===== src/rtl/core/hex_frame_receiver_crc16_assert.svh =====
// Assertion macros for the hex frame receiver
`ifndef HEX_FRAME_RECEIVER_CRC16_ASSERT_SVH
`define HEX_FRAME_RECEIVER_CRC16_ASSERT_SVH

// same-cycle implication
`define HFR_ASSERT_NOW(lbl, ante, cons, msg) \
    lbl: assert property (@(posedge i_clk) disable iff (!i_rst_n) \
        (ante) |-> (cons)) else $error(msg);

// next-cycle implication
`define HFR_ASSERT_NEXT(lbl, ante, cons, msg) \
    lbl: assert property (@(posedge i_clk) disable iff (!i_rst_n) \
        (ante) |=> (cons)) else $error(msg);

`endif


===== src/rtl/core/hfr_pkg.sv =====
package hfr_pkg;

    localparam int NUM_WORDS   = 5;
    localparam int WORD_W      = 32;
    localparam int CHECK_W     = 16;
    localparam int HEX_START   = 2;
    localparam int HEX_END     = HEX_START + 8 * NUM_WORDS;
    localparam int MIN_LEN     = HEX_END + 2;
    localparam int COUNT_CAP   = MIN_LEN - 1;
    localparam int CNT_W       = $clog2(MIN_LEN);
    localparam int GRP_W       = CNT_W - 3;
    localparam int OUT_RAW_W   = NUM_WORDS * WORD_W + 2 * CHECK_W;
    localparam int OUT_TDATA_W = ((OUT_RAW_W + 7) / 8) * 8;

    localparam logic [15:0] CRC_POLY = 16'h1021;
    localparam logic [15:0] CRC_INIT = 16'hFFFF;
    localparam logic [7:0]  CH_NL    = 8'd10;
    localparam logic [7:0]  CH_O     = 8'h6F;
    localparam logic [7:0]  CH_COLON = 8'h3A;

    typedef enum logic [1:0] {
        ST_VALID   = 2'd0,
        ST_REJECT  = 2'd1,
        ST_CRC_BAD = 2'd2
    } t_frame_status;

    typedef struct packed {
        t_frame_status                     status;
        logic [CHECK_W-1:0]                computed_check;
        logic [CHECK_W-1:0]                received_check;
        logic [NUM_WORDS-1:0][WORD_W-1:0]  words;
    } t_result;

    typedef struct packed {
        logic       ok;
        logic [3:0] nib;
    } t_hex_digit;

    function automatic logic [15:0] crc_byte(input logic [15:0] crc, input logic [7:0] b);
        logic [15:0] c;
        c = crc ^ {b, 8'h00};
        for (int k = 0; k < 8; k++) begin
            if (c[15]) begin
                c = {c[14:0], 1'b0} ^ CRC_POLY;
            end else begin
                c = {c[14:0], 1'b0};
            end
        end
        return c;
    endfunction

    function automatic t_hex_digit hex_decode(input logic [7:0] c);
        t_hex_digit d;
        d.ok  = 1'b1;
        d.nib = 4'd0;
        if (c >= 8'h30 && c <= 8'h39) begin
            d.nib = 4'(c - 8'h30);
        end else if (c >= 8'h61 && c <= 8'h66) begin
            d.nib = 4'(c - 8'h57);
        end else if (c >= 8'h41 && c <= 8'h46) begin
            d.nib = 4'(c - 8'h37);
        end else begin
            d.ok = 1'b0;
        end
        return d;
    endfunction

endpackage


===== src/rtl/core/hex_frame_receiver_crc16.sv =====
// A newline byte's result is registered into the output register, or into the skid entry while the output holds one.
// Throughput: one byte per cycle while s_axis_tready is high; CRC, header and hex updates sit in one stage.
// Output register plus one skid entry; s_axis_tready drops only while both hold results.
// Reset: synchronous, active low; clears line state, sets CRC to 0xFFFF and clears both result valid flags.
module hex_frame_receiver_crc16
    import hfr_pkg::*;
(
    input  logic                   i_clk,
    input  logic                   i_rst_n,
    input  logic                   s_axis_tvalid,
    output logic                   s_axis_tready,
    input  logic [7:0]             s_axis_tdata,   // rx_byte
    output logic                   m_axis_tvalid,
    input  logic                   m_axis_tready,
    output logic [OUT_TDATA_W-1:0] m_axis_tdata,   // word_pose_x, word_pose_y, word_angle,
                                                   // word_speed_lin, word_speed_ang,
                                                   // received_check, computed_check
    output logic [1:0]             m_axis_tuser    // frame_status
);

    logic [15:0]                     r_crc,      n_crc;
    logic [7:0]                      r_byte_d0,  n_byte_d0;
    logic [7:0]                      r_byte_d1,  n_byte_d1;
    logic [CNT_W-1:0]                r_count,    n_count;
    logic                            r_hdr_ok,   n_hdr_ok;
    logic [NUM_WORDS-1:0][WORD_W-1:0] r_words,   n_words;
    logic [NUM_WORDS-1:0]            r_stopped,  n_stopped;

    logic    r_out_valid, n_out_valid;
    logic    r_skid_valid, n_skid_valid;
    t_result r_out, n_out;
    t_result r_skid, n_skid;

    logic             in_acc;
    logic             is_nl;
    logic             new_res;
    logic             out_take;
    logic             in_hex;
    logic [CNT_W-1:0] cnt_off;
    logic [GRP_W-1:0] grp;
    t_hex_digit       dig;
    t_result          res;

    assign s_axis_tready = !r_skid_valid;
    assign in_acc        = s_axis_tvalid && s_axis_tready;
    assign is_nl         = (s_axis_tdata == CH_NL);
    assign new_res       = in_acc && is_nl;
    assign out_take      = r_out_valid && m_axis_tready;

    assign cnt_off = r_count - CNT_W'(HEX_START);
    assign grp     = cnt_off[CNT_W-1:3];
    assign in_hex  = (r_count >= CNT_W'(HEX_START)) && (r_count < CNT_W'(HEX_END));
    assign dig     = hex_decode(s_axis_tdata);

    always_comb begin
        res                = '0;
        res.received_check = {r_byte_d0, r_byte_d1};
        res.computed_check = r_crc;
        if ((32'(r_count) + 32'd1 < 32'(MIN_LEN)) || !r_hdr_ok) begin
            res.status         = ST_REJECT;
            res.received_check = '0;
            res.computed_check = '0;
        end else if (res.received_check != r_crc) begin
            res.status = ST_CRC_BAD;
        end else begin
            res.status = ST_VALID;
            res.words  = r_words;
        end
    end

    always_comb begin
        n_crc     = r_crc;
        n_byte_d0 = r_byte_d0;
        n_byte_d1 = r_byte_d1;
        n_count   = r_count;
        n_hdr_ok  = r_hdr_ok;
        n_words   = r_words;
        n_stopped = r_stopped;
        if (in_acc) begin
            if (is_nl) begin
                n_crc     = CRC_INIT;
                n_byte_d0 = '0;
                n_byte_d1 = '0;
                n_count   = '0;
                n_hdr_ok  = 1'b0;
                n_words   = '0;
                n_stopped = '0;
            end else begin
                if (r_count >= CNT_W'(2)) begin
                    n_crc = crc_byte(r_crc, r_byte_d1);
                end
                if (r_count == CNT_W'(1)) begin
                    n_hdr_ok = (r_byte_d0 == CH_O) && (s_axis_tdata == CH_COLON);
                end
                for (int j = 0; j < NUM_WORDS; j++) begin
                    if (in_hex && grp == GRP_W'(j) && !r_stopped[j]) begin
                        if (dig.ok) begin
                            n_words[j] = {r_words[j][WORD_W-5:0], dig.nib};
                        end else begin
                            n_stopped[j] = 1'b1;
                        end
                    end
                end
                n_byte_d1 = r_byte_d0;
                n_byte_d0 = s_axis_tdata;
                if (r_count < CNT_W'(COUNT_CAP)) begin
                    n_count = r_count + CNT_W'(1);
                end
            end
        end
    end

    always_comb begin
        n_out_valid  = r_out_valid;
        n_skid_valid = r_skid_valid;
        n_out        = r_out;
        n_skid       = r_skid;
        if (r_skid_valid) begin
            if (out_take) begin
                n_out        = r_skid;
                n_skid_valid = 1'b0;
            end
        end else if (new_res) begin
            if (!r_out_valid || out_take) begin
                n_out       = res;
                n_out_valid = 1'b1;
            end else begin
                n_skid       = res;
                n_skid_valid = 1'b1;
            end
        end else if (out_take) begin
            n_out_valid = 1'b0;
        end
    end

    always_ff @(posedge i_clk) begin
        if (!i_rst_n) begin
            r_crc        <= CRC_INIT;
            r_byte_d0    <= '0;
            r_byte_d1    <= '0;
            r_count      <= '0;
            r_hdr_ok     <= 1'b0;
            r_words      <= '0;
            r_stopped    <= '0;
            r_out_valid  <= 1'b0;
            r_skid_valid <= 1'b0;
        end else begin
            r_crc        <= n_crc;
            r_byte_d0    <= n_byte_d0;
            r_byte_d1    <= n_byte_d1;
            r_count      <= n_count;
            r_hdr_ok     <= n_hdr_ok;
            r_words      <= n_words;
            r_stopped    <= n_stopped;
            r_out_valid  <= n_out_valid;
            r_skid_valid <= n_skid_valid;
        end
    end

    always_ff @(posedge i_clk) begin
        r_out  <= n_out;
        r_skid <= n_skid;
    end

    assign m_axis_tvalid = r_out_valid;
    assign m_axis_tuser  = r_out.status;
    assign m_axis_tdata  = OUT_TDATA_W'({r_out.computed_check, r_out.received_check,
                                         r_out.words});

`include "hex_frame_receiver_crc16_assert.svh"

    `HFR_ASSERT_NOW(a_skid_behind_out, r_skid_valid, r_out_valid, "skid filled with empty output")
    `HFR_ASSERT_NEXT(a_nl_gives_result, new_res, m_axis_tvalid, "newline produced no result")
    `HFR_ASSERT_NOW(a_valid_crc_match, m_axis_tvalid && m_axis_tuser == ST_VALID,
        r_out.received_check == r_out.computed_check, "valid frame with crc mismatch")
    `HFR_ASSERT_NOW(a_count_capped, 1'b1, r_count <= CNT_W'(COUNT_CAP), "line count overran")

endmodule


===== config.mk =====
export PLATFORM = sky130hd
export DESIGN_NAME = hex_frame_receiver_crc16
export DESIGN_NICKNAME = d
export VERILOG_FILES = /design/src/rtl/core/hfr_pkg.sv /design/src/rtl/core/hex_frame_receiver_crc16.sv
export VERILOG_INCLUDE_DIRS = /design/src /design/src/rtl/core
export SDC_FILE = /design/constraint.sdc
export NUM_CORES = 1
export LEC_CHECK = 0
export BUFFER_PORTS_ARGS = -buffer_cell sky130_fd_sc_hd__buf_2
export CORE_MARGIN = 4
export CORE_UTILIZATION = 35
export CTS_CLUSTER_SIZE = 10
export DETAILED_ROUTE_END_ITERATION = 10
export PLACE_DENSITY = 0.6
export SYNTH_ARGS = -nofsm -noshare
export SYNTH_HDL_FRONTEND = slang
export SYNTH_SLANG_ARGS = --single-unit

===== constraint.sdc =====
create_clock -name i_clk -period 15.6 [get_ports i_clk]
set_clock_uncertainty 0.2 [all_clocks]
set_input_delay 1.56 -clock i_clk [delete_from_list [all_inputs] [get_ports i_clk]]
set_output_delay 1.56 -clock i_clk [all_outputs]
set_load 0.03 [all_outputs]

== After elaboration in Yosys (flattened, before gate mapping) ==
Index checks and enable logic that the tools add are counted.

* Bits in registers: 594
* Output and inout bits: 196

* Add/subtract/negate cells: 6
* Order comparisons: 10
* Equality and inequality tests: 12
* Mux-type cells: 77
* Bitwise operators: 11
* Reductions and logical operators: 57

{| class="wikitable"
|+ Operator list
! kind !! count
|-
| two-way mux 194 bit || 4
|-
| two-way mux 160 bit || 3
|-
| two-way mux 16 bit || 23
|-
| two-way mux 32 bit || 11
|-
| two-way mux 13 bit || 8
|-
| AND reduction 3 bit || 13
|-
| NOT 3 bit || 8
|-
| nonzero test 2 bit || 12
|-
| logical AND 1 bit || 18
|-
| two-way mux 1 bit || 18
|-
| >= comparator 8 x 7 -> 1 bit (second input constant) || 2
|-
| less-or-equal comparator 8 x 7 -> 1 bit (second input constant) || 2
|-
| two-way mux 8 bit || 2
|-
| inequality test 16 bit || 1
|-
| XOR 16 bit || 1
|-
| < comparator 6 bit (second input constant) || 2
|-
| two-way mux 4 bit || 3
|-
| two-way mux 6 bit || 2
|-
| == test 8 x 4 -> 1 bit (second input constant) || 1
|-
| == test 8 x 6 -> 1 bit (second input constant) || 1
|-
| == test 8 x 7 -> 1 bit (second input constant) || 1
|-
| >= comparator 8 x 6 -> 1 bit (second input constant) || 1
|-
| less-or-equal comparator 8 x 6 -> 1 bit (second input constant) || 1
|-
| logical NOT 1 bit || 8
|-
| other kinds (19) || 27
|}

== Logic depth before layout (Yosys ltp) ==
Gate-level depths: netlist (run 1).

* Depth in word-level cells: 40
* Gate-level depth with buffers: 11
* Depth with buffers taken out: 7

== Least setup slack after synthesis (run 1) ==
Ideal clock, no wire load.

* Path type: input to register
* From: input s_axis_tdata[4]
* To: register r_out, in the netlist m_axis_tdata[0] (enable)
* Arrival: 12.122 ns
* Data required time: 14.587 ns
* Slack: 2.464 ns
* Stages: 6
* Buffers on the path: 1
* Cell sequence: or4_1 -> or2_1 -> buf_2 -> nor2_1 -> a21oi_1 -> a21oi_1

* Longest elaborated chain between the ends: 4

{| class="wikitable"
|+ Ends and longest elaborated chain
! element !! RTL line !! text
|-
| start: declaration || hex_frame_receiver_crc16.sv:12 || <nowiki>input logic [7:0] s_axis_tdata,</nowiki>
|-
| == test 8 x 4 -> 1 bit || hex_frame_receiver_crc16.sv:46 || <nowiki>assign is_nl = (s_axis_tdata == CH_NL);</nowiki>
|-
| logical AND 1 bit || hex_frame_receiver_crc16.sv:47 || <nowiki>assign new_res = in_acc && is_nl;</nowiki>
|-
| nonzero test 2 bit (no line) || -- ||
|-
| AND reduction 3 bit (no line) || -- ||
|-
| end signal: assignment || hex_frame_receiver_crc16.sv:161 || <nowiki>r_out <= n_out;</nowiki>
|-
| end: declaration || hex_frame_receiver_crc16.sv:31 || <nowiki>t_result r_out, n_out;</nowiki>
|}

No other way between the ends.
A chain may end at the register's enable or synchronous reset.

== Worst setup path in the final report (run 1) ==
* From: input s_axis_tdata[4]
* To: register r_skid[161] (netlist bit) (enable)

* Longest elaborated chain between the ends: 3

{| class="wikitable"
|+ Ends and longest elaborated chain
! element !! RTL line !! text
|-
| == test 8 x 4 -> 1 bit || hex_frame_receiver_crc16.sv:46 ||
|-
| logical AND 1 bit || hex_frame_receiver_crc16.sv:47 ||
|-
| AND reduction 3 bit (no line) || -- ||
|-
| end signal: assignment || hex_frame_receiver_crc16.sv:162 || <nowiki>r_skid <= n_skid;</nowiki>
|-
| end: declaration || hex_frame_receiver_crc16.sv:32 || <nowiki>t_result r_skid, n_skid;</nowiki>
|}

No other way between the ends.

==> results_dict.tcl, run 1 <==
set metrics [dict create \
    outcome "completed" \
    synth-seq-cells 594 \
    core_um2 66100 \
    rows 94 \
    initial_core_util_pct 35.5 \
    num_vias 15300 \
    muxShareOfSynthArea_pct 1.71 \
    grt_overflow 0 \
    leakagePower_uw 0.0101 \
    antenna_found_initial 3 \
    clock_latency_ns 0.59 \
    routabilityCongestion 0.837 \
    slowest_stage "and3_4" \
    whs_ns 0.279 \
    grt_pass1_wl_um 85900 \
    place_inst 2833 \
    fmax_mhz 202 \
    synthArstFlopShare_pct 0 \
    synth_fp_nets 1927 \
    regArea_um2 15800 \
    first_pass_iters 5 \
    syn_inst 1909 \
    postSynth.topFlopCell "edfxtp_1" \
    irDropWorstVdd_uv 59.9 \
    final_common_cell "edfxtp_1" \
    fin_util_pct 41.2 \
    syn-cell-area_um2 23500 \
    synth_seq_area_share_pct 67.2 \
    fin_tns_setup_ns 0 \
    synthAdderAreaFrac_pct 0.320 \
    final-max-slew-violation-count 0 \
    drive_gt1_share_pct 17.4 \
    crit_path_max_fanout 77 \
    worstPathRequired_ns 15.61 \
    min_path_cells 1 \
    wl_per_cell_um 18.6 \
    critical_path.endpoint_type "flop" \
    portBuffers 207 \
    first_global_vias 14800 \
    final_cells 2964 \
    fillCellCount 6184 \
    critPathTopFamily "simple AND/OR/NAND/NOR gates" \
    max-cap-violations 0 \
    hp-start "r_stopped[4]" \
    syn_area_per_cell_um2 12.3 \
    min_period_over_period_pct 31.7 \
    r2r_start "r_skid_valid" \
    htree_num_levels 3 \
    hold_viol 0 \
    worstHoldPathType "flop to flop" \
    p_per_area_nw_per_um2 119 \
    multi_input_area_um2 6990 \
    cts_buffer_depth 3 \
    pin_count 208 \
    cts_resized 0 \
    relSlewSlack_pct 20.4 \
    placed_cell_area_um2 25100 \
    finalCriticalPeriod_ns 4.95 \
    die_x_um 267 \
    setup.worst_path.class "input port to flop" \
    synth_simple_gate_area_share_pct 13.9 \
    path_cells "buf_2 > or4_1 > or2_1 > nor2_1 > and3_4 > buf_4" \
    grt_start_max_net_pins 265 \
    max_slew.worst_pin.slew_ns 1.19 \
    cts_hold_buf 0 \
    grt_usage_pct 15.0 \
    wl_um 55200 \
    finalSetupViolCount 0 \
    r2r_end "r_skid[161]" \
    r2r_cells 4 \
    critical-path-max-stage-delay_ns 0.98 \
    cts_made_buffers 71 \
    detailed_place_hpwl_um 33100 \
    cts_tree "built" \
    area_growth_pct 16.0 \
    synth_top_family_by_area "simple AND/OR/NAND/NOR gates" \
    reg2reg_slack_ns 11.27 \
    synth_compound_area_share_pct 12.0 \
    first_iter_violations 1302 \
    drc_errors 0 \
    clock-sinks 594 \
    ys_warn_count 0 \
    antennaDiodeCount 0 \
    crit_buf_inv 2 \
    fp.dieH_um 267 \
    final_cell_mix "edfxtp_1 (388), nand2_1 (221), buf_2 (207)" \
    rsz0062_at_grt "false" \
    postCtsSetupBuffers 0 \
    setup.worst_path.start_class "input port" \
    path_clk_slew_ns 0.06 \
    arrival_ns 4.96 \
    ys_types 62 \
    final_cell_area_um2 27200 \
    min_delay_worst_endpoint "r_stopped[4]" \
    nets 2060 \
    drtAntennaViolNets 0 \
    synth_edf_count 388 \
    synth_xor_area_share_pct 1.53 \
    cts-root-buf "clkbuf_16" \
    drt-vias-per-instance 5.15 \
    die-area_um2 71300 \
]
## flip-flops by register name, summed over array words and instances (netlist names)
signal         count
m_axis_tvalid      1
r_stopped          5
r_byte_d1          8
m_axis_tdata     192
r_hdr_ok           1
m_axis_tuser       2
r_crc             16
r_count            6
r_skid_valid       1
r_skid           194
r_byte_d0          8
r_words          160
## routing by layer
| metal | routed length, um | global-route usage, % | up-vias |
|---|---|---|---|
| met1 | 25300 | 20.7 | 7452 |
| li1 | - | - | 7379 |
| met2 | 25900 | 23.9 | 335 |
| met4 | 1450 | 5.37 | 2 |
| met3 | 2530 | 2.89 | 83 |
| met5 | 12 | 0 | - |
## synth_stat cells (5+ instances only)
cell type	count	area, um2
ha_1	6	75.1
and2_1	32	200
edfxtp_1	388	11700
o211ai_1	13	97.6
nor2_1	18	67.6
nand2_1	221	830
nor3_1	7	35.0
o2bb2ai_1	12	105
nand3_1	165	826
inv_1	7	26.3
xnor2_1	35	307
buf_4	12	90.1
and3_1	164	1030
a22o_1	145	1270
clkbuf_1	106	398
o21ai_0	168	841
or4_1	5	37.5
a21oi_1	36	180
mux2_2	32	360
dfxtp_1	206	4120
xor2_1	6	52.6
buf_2	43	215
## worst max path at each step
stage | cells after the start | slack, ns | start | endpoint
2_1_floorplan | 6 | 2.46 | s_axis_tdata[4] | m_axis_tdata[0]
3_3_place_gp | 6 | 10.11 | s_axis_tdata[4] | r_skid[166]
3_5_place_dp | 6 | 9.99 | s_axis_tdata[4] | r_skid[175]
4_1_cts | 6 | 10.62 | s_axis_tdata[4] | r_skid[9]
5_1_grt | 6 | 10.44 | s_axis_tdata[4] | r_skid[133]
6_report | 6 | 10.65 | s_axis_tdata[4] | r_skid[161]
## power breakdown
| part | internal [uW] | switching (uW) |
|---|---|---|
| Combinational | 17.1 | 34.5 |
| Sequential | 1660 | 7.54 |
| Clock | 908 | 609 |
## metrics by stage
| step | power (uW) | worst slack (ns) |
|---|---|---|
| floorplan | 1740 | 2.46 |
| global placement | 1750 | 10.11 |
| detailed placement | 1750 | 9.99 |
| CTS | 3290 | 10.62 |
| global route | 3360 | 10.44 |
| finish | 3240 | 10.65 |
## cell families (layout without fill, tap and decap cells)
family,Yosys count,after routing
buf+inv,176,367
mux,36,36
fa+ha+maj,6,6
simple gates,645,645
compound gates,411,411
flops,594,594
xor+xnor,41,41
## area by class of cell
cell class / count / area share, %
flip-flops and latches: 594 / 58.0
multi-input cells: 1139 / 25.7
clock buffers: 126 / 7.71
repair buffers: 228 / 4.43
well taps: 864 / 3.97
clock inverters: 5 / 0.152
inverters: 8 / 0.110
No activity file was read; power rests on OpenSTA's default activity.
==> run 2, diff against run 1 <==
--- a/config.mk
+++ b/config.mk
@@ -6,12 +6,13 @@
 export SDC_FILE = /design/constraint.sdc
 export NUM_CORES = 1
 export LEC_CHECK = 0
+export ABC_AREA = 1
 export BUFFER_PORTS_ARGS = -buffer_cell sky130_fd_sc_hd__buf_2
 export CORE_MARGIN = 4
 export CORE_UTILIZATION = 35
 export CTS_CLUSTER_SIZE = 10
 export DETAILED_ROUTE_END_ITERATION = 10
-export PLACE_DENSITY = 0.6
+export PLACE_DENSITY = 0.59
 export SYNTH_ARGS = -nofsm -noshare
 export SYNTH_HDL_FRONTEND = slang
 export SYNTH_SLANG_ARGS = --single-unit
==> constraint.sdc (replaced) <==
create_clock -name i_clk -period 5.13 [get_ports i_clk]
set_clock_uncertainty 0.2 [all_clocks]
set_input_delay 0.513 -clock i_clk [delete_from_list [all_inputs] [get_ports i_clk]]
set_output_delay 0.513 -clock i_clk [all_outputs]
set_load 0.03 [all_outputs]
==> run 2 against run 1 <==
  * Critical path depth is 3 higher
  * Critical endpoint is now r_words[18]
  * Clock-buffer cell count is 7 lower
  * Largest cell class unchanged
  * Highest routed layer is now met4
  * Die area is 6.8% higher
  * Worst hold slack worse by 0.23 ns
==> results_dict.tcl, run 2 <==
set metrics [dict create \
    outcome "completed" \
    synth.area.top_cells "edfxtp_1 (46%), dfxtp_1 (16%), nand2_1 (11%)" \
    wl_um 63400 \
    drive_gt1_share_pct 12.0 \
    grt_usage_pct 16.3 \
    antenna_found_initial 2 \
    wl_per_cell_um 16.6 \
    portBuffers 207 \
    synth_compound_area_share_pct 4.80 \
    fin_tns_setup_ns 0 \
    drt-vias-per-instance 4.80 \
    regArea_um2 15800 \
    r2r_cells 9 \
    whs_ns 0.0522 \
    cts_buffer_depth 3 \
    synth_seq_area_share_pct 62.8 \
    core_um2 70600 \
    nets 2846 \
    die_x_um 276 \
    largest_register_ffs 194 \
    rows 97 \
    r2r_end "r_words[18]" \
    irDropWorstVdd_uv 181 \
    synth_fp_nets 2726 \
    p_per_area_nw_per_um2 340 \
    setup.worst_path.class "flop to flop" \
    first_pass_iters 6 \
    layout_setup_ws_ns 1.43 \
    die-area_um2 76100 \
    worstHoldPathType "input port to flop" \
    cts_resized 0 \
    cts-root-buf "clkbuf_16" \
    postCtsSetupBuffers 0 \
    fmax_mhz 270 \
    clock-sinks 594 \
    grt_start_max_net_pins 112 \
    initial_core_util_pct 35.6 \
    r2r_start "r_skid_valid" \
    drc_errors 0 \
    min_path_cells 4 \
    synth_simple_gate_area_share_pct 24.1 \
    cts_hold_buf 0 \
    synth_top_family_by_area "simple AND/OR/NAND/NOR gates" \
    cts_tree "built" \
    pre_cts_ws_ns 1.38 \
    synth_top_area_share_pct 46.4 \
    fp.dieH_um 276 \
    synthMostInstantiatedCell "nand2_1" \
    syn_inst 2708 \
    multi_input_area_um2 7650 \
    final_cell_mix "nand2_1 (722), edfxtp_1 (388), nand3_1 (297)" \
    min_period_over_period_pct 72.1 \
    setup.worst_path.start_class "flop" \
    arrival_ns 3.94 \
    syn_area_per_cell_um2 9.28 \
    routabilityCongestion 0.837 \
    reg2reg_slack_ns 1.43 \
    synth-seq-cells 594 \
    drtAntennaViolNets 0 \
    grt_overflow 0 \
    critical-path-max-stage-delay_ns 0.71 \
    htree_num_levels 3 \
    first_iter_violations 1408 \
    ys_types 35 \
    synth_top_cells_by_count "nand2_1 (724), edfxtp_1 (388), nand3_1 (297), nor2_1 (236), inv_1 (215)" \
    synthArstFlopShare_pct 0 \
    synth.largest_area_cell "edfxtp_1" \
    clock_latency_ns 0.59 \
    ys_warn_count 0 \
    min_delay_worst_endpoint "r_skid_valid" \
    max_slew.worst_pin.slew_ns 1.16 \
    postSynth.topFlopCell "edfxtp_1" \
    final_common_cell "nand2_1" \
    num_vias 18300 \
    detailed_place_hpwl_um 37200 \
    first_global_vias 17400 \
    cts_made_buffers 70 \
    crit_path_start "r_skid_valid" \
    synth_xor_area_share_pct 1.01 \
    finalSetupViolCount 0 \
    slowest_stage "nand2_1" \
    pin_count 208 \
    synth_edf_count 388 \
    fillCellCount 7017 \
    worstPathRequired_ns 5.36 \
    muxShareOfSynthArea_pct 0 \
    area_growth_pct 14.9 \
    path_clk_slew_ns 0.06 \
    hold_viol 0 \
    crit_path_max_fanout 70 \
    leakagePower_uw 0.0114 \
    largest_register "r_skid" \
    grt_pass1_wl_um 99300 \
    synthAdderAreaFrac_pct 0.299 \
    critical_path.endpoint_type "flop" \
    relSlewSlack_pct 22.5 \
    max-cap-violations 0 \
    hp-start "m_axis_tready" \
    syn-cell-area_um2 25100 \
    final-max-slew-violation-count 0 \
    path_cells "inv_6 > nand2_4 > inv_2 > nand2_2 > nand2_2 > buf_4 > nand2_1 > nand2_1 > a21oi_1" \
    finalCriticalPeriod_ns 3.70 \
    rsz0062_at_grt "false" \
]
run 2: cell types whose count changed after synthesis, moves of 25 or more:
cell      previous run  this run
and2_1              32         0
clkbuf_1           106        79
o21ai_0            168        18
and3_1             164         0
nand2_1            221       724
nor2_1              18       236
mux2_2              32         0
nor3_1               7       163
inv_1                7       215
a22o_1             145         0
a21oi_1             36       186
nand3_1            165       297
xnor2_1             35        10
run 2: cell families (layout without fill, tap and decap cells):
family | after synthesis | count (layout)
other | 0 | 1
buffers and inverters | 411 | 583
AND/OR/NAND/NOR | 1442 | 1442
adder cells (fa/ha/maj) | 6 | 6
XOR/XNOR | 29 | 29
AO/OA/AOI/OAI | 226 | 226
flip-flops | 594 | 594
run 2: worst max-delay path by stage:
stage	depth (start not counted)	slack, ns	to
global placement	11	1.43	r_words[21]
detailed placement	9	1.38	r_words[18]
floorplan	9	0.18	m_axis_tdata[0]
global route	11	1.07	r_words[16]
finish	9	1.43	r_words[18]
CTS	9	1.38	r_words[18]
run 2: critical path: cells and delay by family, from the launching register on:
family                 cells  cell delay (ns)
buffers and inverters      3             1.04
AOI/OAI and AO/OA          1             0.09
DFF                        1             0.50
and+or+nand+nor            5             1.67
run 2: through the flow:
step	utilization [%]	cells	power [uW]	instance area [um2]
3_3_place_gp	38.0	3696	5370	26800
4_1_cts	40.9	3820	9920	28900
5_1_grt	40.9	3821	10100	28900
6_report	40.9	3821	9810	28900
2_1_floorplan	-	2708	5310	25100
3_5_place_dp	38.0	3696	5370	26800
run 2: layout make-up:
type                            instances  area share [%]
Sequential cell                       594            54.7
Inverter                              225            2.96
Timing Repair Buffer                  234            4.72
Clock buffer                          119            6.88
Multi-Input combinational cell       1703            26.5
Clock inverter                          5           0.195
Tap cell                              940            4.07
Antenna cell                            1         0.00867
run 2: where the power goes:
part           leakage [uW]  switching (uW)  internal (uW)  total (uW)
clock              0.000977            1900           2630        4530
combinational       0.00429             147           52.7         200
sequential          0.00617            20.1           5050        5070
run 2: layer usage:
metal | global-route usage (%) | routed length [um] | vias up
met5 | 0 | 0 | -
met4 | 5.67 | 1770 | 0
met3 | 2.36 | 3040 | 98
met2 | 26.0 | 29400 | 429
met1 | 22.9 | 29200 | 8611
li1 | - | - | 9211
